--- src/design/fmc_pkg.sv ---
// ----------------------------------------------------------------------------
// fmc_pkg
// types, codes and magic tables of the file signature classifier
// ----------------------------------------------------------------------------
package fmc_pkg;

	localparam int NUM_MAGICS    = 11;
	localparam int MAX_MAGIC_LEN = 15;
	localparam int POS_SATURATE  = 16;

	// item kind on the head channel
	typedef enum logic {
		KIND_BYTE = 1'b0,
		KIND_END  = 1'b1
	} item_kind_t;

	// result classes
	typedef enum logic [3:0] {
		CLS_TIFF    = 4'd0,
		CLS_BIGTIFF = 4'd1,
		CLS_ZIP     = 4'd2,
		CLS_SQLITE  = 4'd3,
		CLS_HDF5    = 4'd4,
		CLS_HDF4    = 4'd5,
		CLS_NETCDF  = 4'd6,
		CLS_JSON    = 4'd7,
		CLS_XML     = 4'd8,
		CLS_TEXT    = 4'd9,
		CLS_UNKNOWN = 4'd10
	} sig_class_t;

	// class of the first byte that is not whitespace
	typedef enum logic [1:0] {
		FNS_OTHER   = 2'd0,
		FNS_BRACKET = 2'd1,
		FNS_ANGLE   = 2'd2
	} fns_kind_t;

	// special byte values
	localparam logic [7:0] CH_TAB      = 8'h09;
	localparam logic [7:0] CH_LF       = 8'h0A;
	localparam logic [7:0] CH_CR       = 8'h0D;
	localparam logic [7:0] CH_SPACE    = 8'h20;
	localparam logic [7:0] CH_DEL      = 8'h7F;
	localparam logic [7:0] CH_LBRACE   = 8'h7B;
	localparam logic [7:0] CH_LBRACKET = 8'h5B;
	localparam logic [7:0] CH_LT       = 8'h3C;

	// per-head tracking state
	typedef struct packed {
		logic [4:0]            byte_position;
		logic [NUM_MAGICS-1:0] pattern_alive;
		logic                  all_printable;
		logic                  saw_any_byte;
		logic                  saw_nonspace;
		fns_kind_t             first_nonspace_kind;
	} head_state_t;

	localparam head_state_t STATE_RESET = '{
		byte_position:       5'd0,
		pattern_alive:       {NUM_MAGICS{1'b1}},
		all_printable:       1'b1,
		saw_any_byte:        1'b0,
		saw_nonspace:        1'b0,
		first_nonspace_kind: FNS_OTHER
	};

	// magic lengths, in priority order
	localparam logic [4:0] MAGIC_LEN [NUM_MAGICS] = '{
		5'd4, 5'd4, 5'd4, 5'd4, 5'd4, 5'd4, 5'd15, 5'd8, 5'd4, 5'd4, 5'd4
	};

	localparam sig_class_t MAGIC_CLASS [NUM_MAGICS] = '{
		CLS_TIFF, CLS_TIFF, CLS_BIGTIFF, CLS_BIGTIFF, CLS_ZIP, CLS_ZIP,
		CLS_SQLITE, CLS_HDF5, CLS_HDF4, CLS_NETCDF, CLS_NETCDF
	};

	// magic bytes, zero padded past each length
	localparam logic [7:0] MAGIC_BYTES [NUM_MAGICS][MAX_MAGIC_LEN] = '{
		'{8'h49, 8'h49, 8'h2A, 8'h00, 8'h00, 8'h00, 8'h00, 8'h00,
		  8'h00, 8'h00, 8'h00, 8'h00, 8'h00, 8'h00, 8'h00},
		'{8'h4D, 8'h4D, 8'h00, 8'h2A, 8'h00, 8'h00, 8'h00, 8'h00,
		  8'h00, 8'h00, 8'h00, 8'h00, 8'h00, 8'h00, 8'h00},
		'{8'h49, 8'h49, 8'h2B, 8'h00, 8'h00, 8'h00, 8'h00, 8'h00,
		  8'h00, 8'h00, 8'h00, 8'h00, 8'h00, 8'h00, 8'h00},
		'{8'h4D, 8'h4D, 8'h00, 8'h2B, 8'h00, 8'h00, 8'h00, 8'h00,
		  8'h00, 8'h00, 8'h00, 8'h00, 8'h00, 8'h00, 8'h00},
		'{8'h50, 8'h4B, 8'h03, 8'h04, 8'h00, 8'h00, 8'h00, 8'h00,
		  8'h00, 8'h00, 8'h00, 8'h00, 8'h00, 8'h00, 8'h00},
		'{8'h50, 8'h4B, 8'h05, 8'h06, 8'h00, 8'h00, 8'h00, 8'h00,
		  8'h00, 8'h00, 8'h00, 8'h00, 8'h00, 8'h00, 8'h00},
		'{8'h53, 8'h51, 8'h4C, 8'h69, 8'h74, 8'h65, 8'h20, 8'h66,
		  8'h6F, 8'h72, 8'h6D, 8'h61, 8'h74, 8'h20, 8'h33},
		'{8'h89, 8'h48, 8'h44, 8'h46, 8'h0D, 8'h0A, 8'h1A, 8'h0A,
		  8'h00, 8'h00, 8'h00, 8'h00, 8'h00, 8'h00, 8'h00},
		'{8'h0E, 8'h03, 8'h13, 8'h01, 8'h00, 8'h00, 8'h00, 8'h00,
		  8'h00, 8'h00, 8'h00, 8'h00, 8'h00, 8'h00, 8'h00},
		'{8'h43, 8'h44, 8'h46, 8'h01, 8'h00, 8'h00, 8'h00, 8'h00,
		  8'h00, 8'h00, 8'h00, 8'h00, 8'h00, 8'h00, 8'h00},
		'{8'h43, 8'h44, 8'h46, 8'h02, 8'h00, 8'h00, 8'h00, 8'h00,
		  8'h00, 8'h00, 8'h00, 8'h00, 8'h00, 8'h00, 8'h00}
	};

endpackage

--- src/design/fmc_head_if.sv ---
// ----------------------------------------------------------------------------
// fmc_head_if
// head channel: one file byte or an end marker per beat
// ----------------------------------------------------------------------------
interface fmc_head_if;
	logic       valid;
	logic       ready;
	logic       kind;
	logic [7:0] byte_value;

	modport source (output valid, output kind, output byte_value, input ready);
	modport sink (input valid, input kind, input byte_value, output ready);
endinterface

--- src/design/fmc_verdict_if.sv ---
// ----------------------------------------------------------------------------
// fmc_verdict_if
// verdict channel: one signature class per beat
// ----------------------------------------------------------------------------
interface fmc_verdict_if;
	logic       valid;
	logic       ready;
	logic [3:0] signature_class;

	modport source (output valid, output signature_class, input ready);
	modport sink (input valid, input signature_class, output ready);
endinterface

--- src/design/file_magic_classifier_core.sv ---
// ----------------------------------------------------------------------------
// file_magic_classifier_core
// classifies a file from its head bytes by magic prefix, then by text shape
// ----------------------------------------------------------------------------
// usage:
//   head    : one beat per file byte (kind 0), then one end beat (kind 1)
//   verdict : one beat per end beat, carrying the signature class
//   a byte beat produces no verdict; it only updates the tracking flags
// timing:
//   every beat is latched into an input stage, then updated against the
//   tracking state in one pass; the verdict of an end beat is registered
//   in the verdict register when the beat leaves the input stage
//   throughput is one beat per cycle, unless an end beat waits on a held verdict
// reset:
//   arst_n clears the input stage, the verdict register and the tracking
//   state; after an end beat the tracking state restarts for a new head
// stall:
//   while verdict is held, byte beats keep flowing; an end beat waits in
//   the input stage until the verdict register frees, and head.ready drops
// ----------------------------------------------------------------------------
module file_magic_classifier_core (
	input  logic          clk,
	input  logic          arst_n,
	fmc_head_if.sink      head,
	fmc_verdict_if.source verdict
);

	logic                     valid_s1;
	logic                     kind_s1;
	logic [7:0]               byte_s1;
	logic                     go_s1;
	logic                     out_valid_q;
	fmc_pkg::sig_class_t      out_class_q;
	fmc_pkg::head_state_t     state_q;
	fmc_pkg::head_state_t     state_d;
	fmc_pkg::sig_class_t      end_class;
	logic                     is_space;
	logic                     is_printable;

	// an end beat needs the verdict register free, a byte beat never waits
	assign go_s1 = valid_s1 &&
		(kind_s1 == fmc_pkg::KIND_BYTE || !out_valid_q || verdict.ready);
	assign head.ready = !valid_s1 || go_s1;

	// input stage
	always_ff @(posedge clk or negedge arst_n) begin
		if (!arst_n) begin
			valid_s1 <= 1'b0;
		end else if (head.ready) begin
			valid_s1 <= head.valid;
		end
	end

	always_ff @(posedge clk) begin
		if (head.valid && head.ready) begin
			kind_s1 <= head.kind;
			byte_s1 <= head.byte_value;
		end
	end

	// byte classification
	assign is_space = byte_s1 == fmc_pkg::CH_SPACE || byte_s1 == fmc_pkg::CH_TAB ||
		byte_s1 == fmc_pkg::CH_LF || byte_s1 == fmc_pkg::CH_CR;
	assign is_printable = byte_s1 == fmc_pkg::CH_TAB || byte_s1 == fmc_pkg::CH_LF ||
		byte_s1 == fmc_pkg::CH_CR ||
		(byte_s1 >= fmc_pkg::CH_SPACE && byte_s1 != fmc_pkg::CH_DEL);

	// verdict from the current state, first live magic wins
	always_comb begin
		logic hit;
		hit = 1'b0;
		end_class = fmc_pkg::CLS_UNKNOWN;
		for (int i = fmc_pkg::NUM_MAGICS - 1; i >= 0; i--) begin
			if (state_q.pattern_alive[i] &&
				state_q.byte_position >= fmc_pkg::MAGIC_LEN[i]) begin
				hit = 1'b1;
				end_class = fmc_pkg::MAGIC_CLASS[i];
			end
		end
		if (!state_q.saw_any_byte) begin
			end_class = fmc_pkg::CLS_UNKNOWN;
		end else if (!hit) begin
			if (!state_q.all_printable) begin
				end_class = fmc_pkg::CLS_UNKNOWN;
			end else if (state_q.saw_nonspace &&
				state_q.first_nonspace_kind == fmc_pkg::FNS_BRACKET) begin
				end_class = fmc_pkg::CLS_JSON;
			end else if (state_q.saw_nonspace &&
				state_q.first_nonspace_kind == fmc_pkg::FNS_ANGLE) begin
				end_class = fmc_pkg::CLS_XML;
			end else begin
				end_class = fmc_pkg::CLS_TEXT;
			end
		end
	end

	// tracking state update for the beat in the input stage
	always_comb begin
		logic [3:0] idx;
		idx = state_q.byte_position[3:0];
		state_d = state_q;
		if (go_s1) begin
			if (kind_s1 == fmc_pkg::KIND_END) begin
				state_d = fmc_pkg::STATE_RESET;
			end else begin
				for (int i = 0; i < fmc_pkg::NUM_MAGICS; i++) begin
					if (state_q.byte_position < 5'(fmc_pkg::MAX_MAGIC_LEN) &&
						state_q.byte_position < fmc_pkg::MAGIC_LEN[i] &&
						fmc_pkg::MAGIC_BYTES[i][idx] != byte_s1) begin
						state_d.pattern_alive[i] = 1'b0;
					end
				end
				if (state_q.byte_position < 5'(fmc_pkg::POS_SATURATE)) begin
					state_d.byte_position = state_q.byte_position + 5'd1;
				end
				if (!is_printable) begin
					state_d.all_printable = 1'b0;
				end
				state_d.saw_any_byte = 1'b1;
				if (!state_q.saw_nonspace && !is_space) begin
					state_d.saw_nonspace = 1'b1;
					if (byte_s1 == fmc_pkg::CH_LBRACE || byte_s1 == fmc_pkg::CH_LBRACKET) begin
						state_d.first_nonspace_kind = fmc_pkg::FNS_BRACKET;
					end else if (byte_s1 == fmc_pkg::CH_LT) begin
						state_d.first_nonspace_kind = fmc_pkg::FNS_ANGLE;
					end else begin
						state_d.first_nonspace_kind = fmc_pkg::FNS_OTHER;
					end
				end
			end
		end
	end

	always_ff @(posedge clk or negedge arst_n) begin
		if (!arst_n) begin
			state_q <= fmc_pkg::STATE_RESET;
		end else begin
			state_q <= state_d;
		end
	end

	// verdict register
	always_ff @(posedge clk or negedge arst_n) begin
		if (!arst_n) begin
			out_valid_q <= 1'b0;
		end else if (go_s1 && kind_s1 == fmc_pkg::KIND_END) begin
			out_valid_q <= 1'b1;
		end else if (verdict.ready) begin
			out_valid_q <= 1'b0;
		end
	end

	always_ff @(posedge clk) begin
		if (go_s1 && kind_s1 == fmc_pkg::KIND_END) begin
			out_class_q <= end_class;
		end
	end

	assign verdict.valid           = out_valid_q;
	assign verdict.signature_class = out_class_q;

endmodule

--- src/flat_wrapper.sv ---
// flat-port wrapper written by rule: the top's interface ports become plain ports
module file_magic_classifier_core_flat 
  (clk, arst_n, head_valid, head_kind, head_byte_value, head_ready, verdict_valid, verdict_signature_class, verdict_ready);
  fmc_head_if head_i ();
  fmc_verdict_if verdict_i ();
  input  logic clk;
  input  logic arst_n;
  input wire logic [$bits(head_i.valid)-1:0] head_valid;
  input wire logic [$bits(head_i.kind)-1:0] head_kind;
  input wire logic [$bits(head_i.byte_value)-1:0] head_byte_value;
  output wire logic [$bits(head_i.ready)-1:0] head_ready;
  output wire logic [$bits(verdict_i.valid)-1:0] verdict_valid;
  output wire logic [$bits(verdict_i.signature_class)-1:0] verdict_signature_class;
  input wire logic [$bits(verdict_i.ready)-1:0] verdict_ready;
  assign head_i.valid = head_valid;
  assign head_i.kind = head_kind;
  assign head_i.byte_value = head_byte_value;
  assign head_ready = head_i.ready;
  assign verdict_valid = verdict_i.valid;
  assign verdict_signature_class = verdict_i.signature_class;
  assign verdict_i.ready = verdict_ready;
  file_magic_classifier_core u_core (.clk(clk), .arst_n(arst_n), .head(head_i), .verdict(verdict_i));
endmodule
--- config.mk ---
export PLATFORM = sky130hd
export DESIGN_NAME = file_magic_classifier_core_flat
export DESIGN_NICKNAME = d
export VERILOG_FILES = /design/src/design/fmc_pkg.sv /design/src/design/fmc_head_if.sv /design/src/design/fmc_verdict_if.sv /design/src/design/file_magic_classifier_core.sv /design/src/flat_wrapper.sv
export SDC_FILE = /design/constraint.sdc
export NUM_CORES = 1
export LEC_CHECK = 0
export BUFFER_PORTS_ARGS = -buffer_cell sky130_fd_sc_hd__buf_2
export CAP_MARGIN = 20
export CORE_MARGIN = 2
export CORE_UTILIZATION = 60
export DETAILED_ROUTE_END_ITERATION = 7
export PLACE_DENSITY = 0.76
export SETUP_SLACK_MARGIN = 0.5
export SYNTH_ARGS = -nofsm -noshare
export SYNTH_HDL_FRONTEND = slang
export SYNTH_SLANG_ARGS = --single-unit
--- constraint.sdc ---
create_clock -name clk -period 2.4 [get_ports clk]
set_clock_uncertainty 0.1 [all_clocks]
set_input_delay 0.12 -clock clk [delete_from_list [all_inputs] [get_ports clk]]
set_output_delay 0.12 -clock clk [all_outputs]
set_load 0.02 [all_outputs]
==> flow_summary.json <==
{
  "drc": 0,
  "powerDensity_mw_per_mm2": 994.9,
  "grt.total_usage": 0.3213,
  "path_cells": "ha_4 -> and3_1 -> o31a_1 -> buf_4 -> o22ai_1 -> nand3_1",
  "place_congestion": 0.9081,
  "worstPathRequired_ns": 2.34,
  "cts_made_buffers": 5,
  "layout-drive-gt1-share": 0.3503,
  "relSlewSlack": 0.6381,
  "start_util": 0.6155,
  "grt_max_degree": 24,
  "finalHoldWorstSlack_ns": 0.01935,
  "antenna_found_initial": 0,
  "setup_violations": 0,
  "yosysWarnings": 0,
  "io_buffers": 18,
  "synth-edff-count": 13,
  "path_clk_slew_ns": 0.08,
  "boundaryPins": 19,
  "switching_power_uw": 1627,
  "routed_wl_um": 9290,
  "outcome": "finished clean",
  "dr.pass1.iters": 5,
  "synth_nets": 360,
  "yosysUniqueCellTypes": 71,
  "place_area_mm2": 0.003047,
  "fillers": 271,
  "final_cell_mix": "buf_4 (44), nand2_1 (25), a21oi_1 (23)",
  "internal_power_uw": 2096,
  "clock_power_share": 0.115,
  "max-cap-violations": 0,
  "final_cell_area_mm2": 0.003741,
  "die_h_um": 73.38,
  "synthArstFlopShare": 0.6389,
  "cts.sinks": 36,
  "gr-total-overflow": 0,
  "fin_crit_ns": 2.043,
  "min_period_over_period": 0.8513,
  "nNetsFinal": 420,
  "clk_latency_ns": 0.30,
  "max_stage_delay_ns": 0.49,
  "vias_per_cell": 6.721,
  "yosys-top-cells-area": "edfxtp_1 (14%), dfstp_2 (11%), dfrtp_1 (9.5%), ha_1 (6.1%), a21oi_1 (4.3%)",
  "cp_max_fo": 5,
  "die_w_um": 73.38,
  "p_leak_uw": 0.001459,
  "ys.flop_type": "edfxtp_1",
  "die_area_mm2": 0.005384,
  "netlist_instances": 333,
  "dp_cells": 394,
  "hp-class": "in2reg",
  "drtIter0Drc": 475,
  "yosys_register_bits": 36,
  "synth_top_area_share": 0.1352,
  "post-place-ws_ns": 0.2390,
  "drv_slew": 0,
  "rsz0062_at_grt": "yes",
  "hold_start": "verdict_ready",
  "cp.arrival_ns": 1.98,
  "irDropWorstVdd_mv": 0.6728,
  "timing.final.ws_setup_ns": 0.3569,
  "grt_pass1_wl_um": 12890,
  "reg2reg_from": "u_core.state_q[17]$_DFFE_PN0P_",
  "worstSetupStartpoint": "u_core.state_q[17]$_DFFE_PN0P_",
  "p_sw_frac": 0.4370,
  "n_antenna_cell": 0,
  "final_common_cell": "buf_4",
  "syn_to_final_growth_pct": 29.55,
  "yosysSeqAreaShare": 0.3397,
  "cts_tree": "done",
  "fin_cells": 448,
  "core-area_mm2": 0.004692,
  "wl_per_cell_um": 20.74,
  "worstMarginPinSlew_ns": 0.5429,
  "cp-end-kind": "flop",
  "clock_path_buffers": 2,
  "yosys.area.top_type": "edfxtp_1",
  "timing.fmax_ghz": 0.4895,
  "syn_area_per_cell_um2": 8.672,
  "seqPwrFrac": 0.279,
  "row_count": 25,
  "worstSetupPathType": "reg2reg",
  "cp_num_buf_inv": 1,
  "crit_family": "compound AO/OA/AOI/OAI gates",
  "cts-root-buf": "clkbuf_8",
  "vias": 3011,
  "synth_area_mm2": 0.002888,
  "p_comb_frac": 0.605,
  "ant_nets": 0,
  "dp.final_hpwl_um": 5316,
  "grt_pass1_vias": 2564,
  "tns_ns": 0,
  "hold_viol": 0,
  "cts_max_level": 2,
  "crit_slowest_cell": "dfrtp_2",
  "start_kind": "flop"
}
## synth_stat cells, types with 6 or more instances
master and n:
nor3_1 9, nor2_1 16, dfrtp_1 11, xor2_1 10, dfstp_2 12, ha_1 14, o21ai_0 23, nand2b_1 11
buf_2 13, nor2b_1 6, clkbuf_1 7, nand2_1 26, xnor2_1 11, nand3_1 9, inv_1 14, edfxtp_1 13
a21oi_1 25, nand3b_1 6
## sequential cells by signal, summed over array words and instances (netlist names)
| name | count |
|---|---|
| u_core.byte_s1 | 8 |
| u_core.valid_s1 | 1 |
| u_core.state_q | 21 |
| u_core.kind_s1 | 1 |
| u_core.verdict.signature_class | 4 |
| u_core.verdict.valid | 1 |
## worst paths after layout
path	end	cells after the start	slack, ns
worst max-delay path	u_core.verdict.signature_class[1]$_SDFFCE_PN1P_	6	0.36
worst min-delay path	u_core.verdict.valid$_DFFE_PN0P_	3	0.02
worst max register to register	u_core.verdict.signature_class[1]$_SDFFCE_PN1P_	6	0.36
worst min register to register	u_core.state_q[10]$_DFFE_PN1P_	2	0.39
max in group asynchronous	u_core.state_q[20]$_DFFE_PN0P_	2	1.56
min in group asynchronous	u_core.state_q[16]$_DFFE_PN0P_	2	0.24
## power groups by stage
| stage | combinational, µW | clock, µW | sequential [µW] |
|---|---|---|---|
| after floorplan | 1250 | 0 | 986 |
| after detailed placement | 1540 | 0 | 1040 |
| after global routing | 2410 | 453 | 1050 |
| final | 2250 | 429 | 1040 |
| after global placement | 1520 | 0 | 1040 |
| after CTS | 1710 | 431 | 1020 |
## through the flow
step | total power, µW | util
detailed placement | 2581 | 0.6493
global placement | 2565 | 0.6493
finish | 3722 | 0.7973
CTS | 3164 | 0.7221
floorplan | 2235 | -
global route | 3913 | 0.7973
## worst register-to-register path: cells and delay by family (launching register included)
family                   cells  cell delay [ns]
adder cells (fa/ha/maj)      1             0.19
AND/OR/NAND/NOR              2             0.32
AO/OA/AOI/OAI                2             0.51
flip-flops                   1             0.49
buffers and inverters        1             0.16
## routing by layer
metal  track usage  part of all wire  up-vias  routed length, µm
met5             0                 0        -                  0
met4        0.1677             0.053        0                497
met3       0.04252             0.094       53                877
met2        0.5145              0.47      216               4390
met1        0.4240              0.38     1396               3525
li1              -                 -     1346                  -
## layout make-up
type | count | area, µm² | share of cell area
multi-input combinational | 255 | 1931 | 0.5161
tap | 54 | 67.56 | 0.01806
clock inverter | 1 | 5.005 | 0.001338
clock buffer | 7 | 76.32 | 0.02040
sequential | 36 | 987.2 | 0.2639
inverter | 17 | 78.83 | 0.02107
timing repair buffer | 78 | 595.6 | 0.1592
## repair_timing
| action | CTS | global route |
|---|---|---|
| pin swaps | 6 | 18 |
| hold endpoints to repair | 21 | 0 |
| cloned | 0 | 0 |
| resized for setup | 20 | 46 |
| buffers inserted | 10 | 25 |
| endpoints found under the setup margin | 16 | 17 |
| hold buffers | 11 | 0 |
## cell families (layout without fill, tap and decap cells)
logic type / count (synthesis) / after routing / synth area share
flops: 36 / 36 / 0.3397
mux: 1 / 1 / 0.003466
compound gates: 100 / 100 / 0.2335
buf+inv: 42 / 103 / 0.06673
xor+xnor: 21 / 21 / 0.06369
simple gates: 119 / 119 / 0.2322
fa+ha+maj: 14 / 14 / 0.06066
Power figures use the tool's default switching activity.
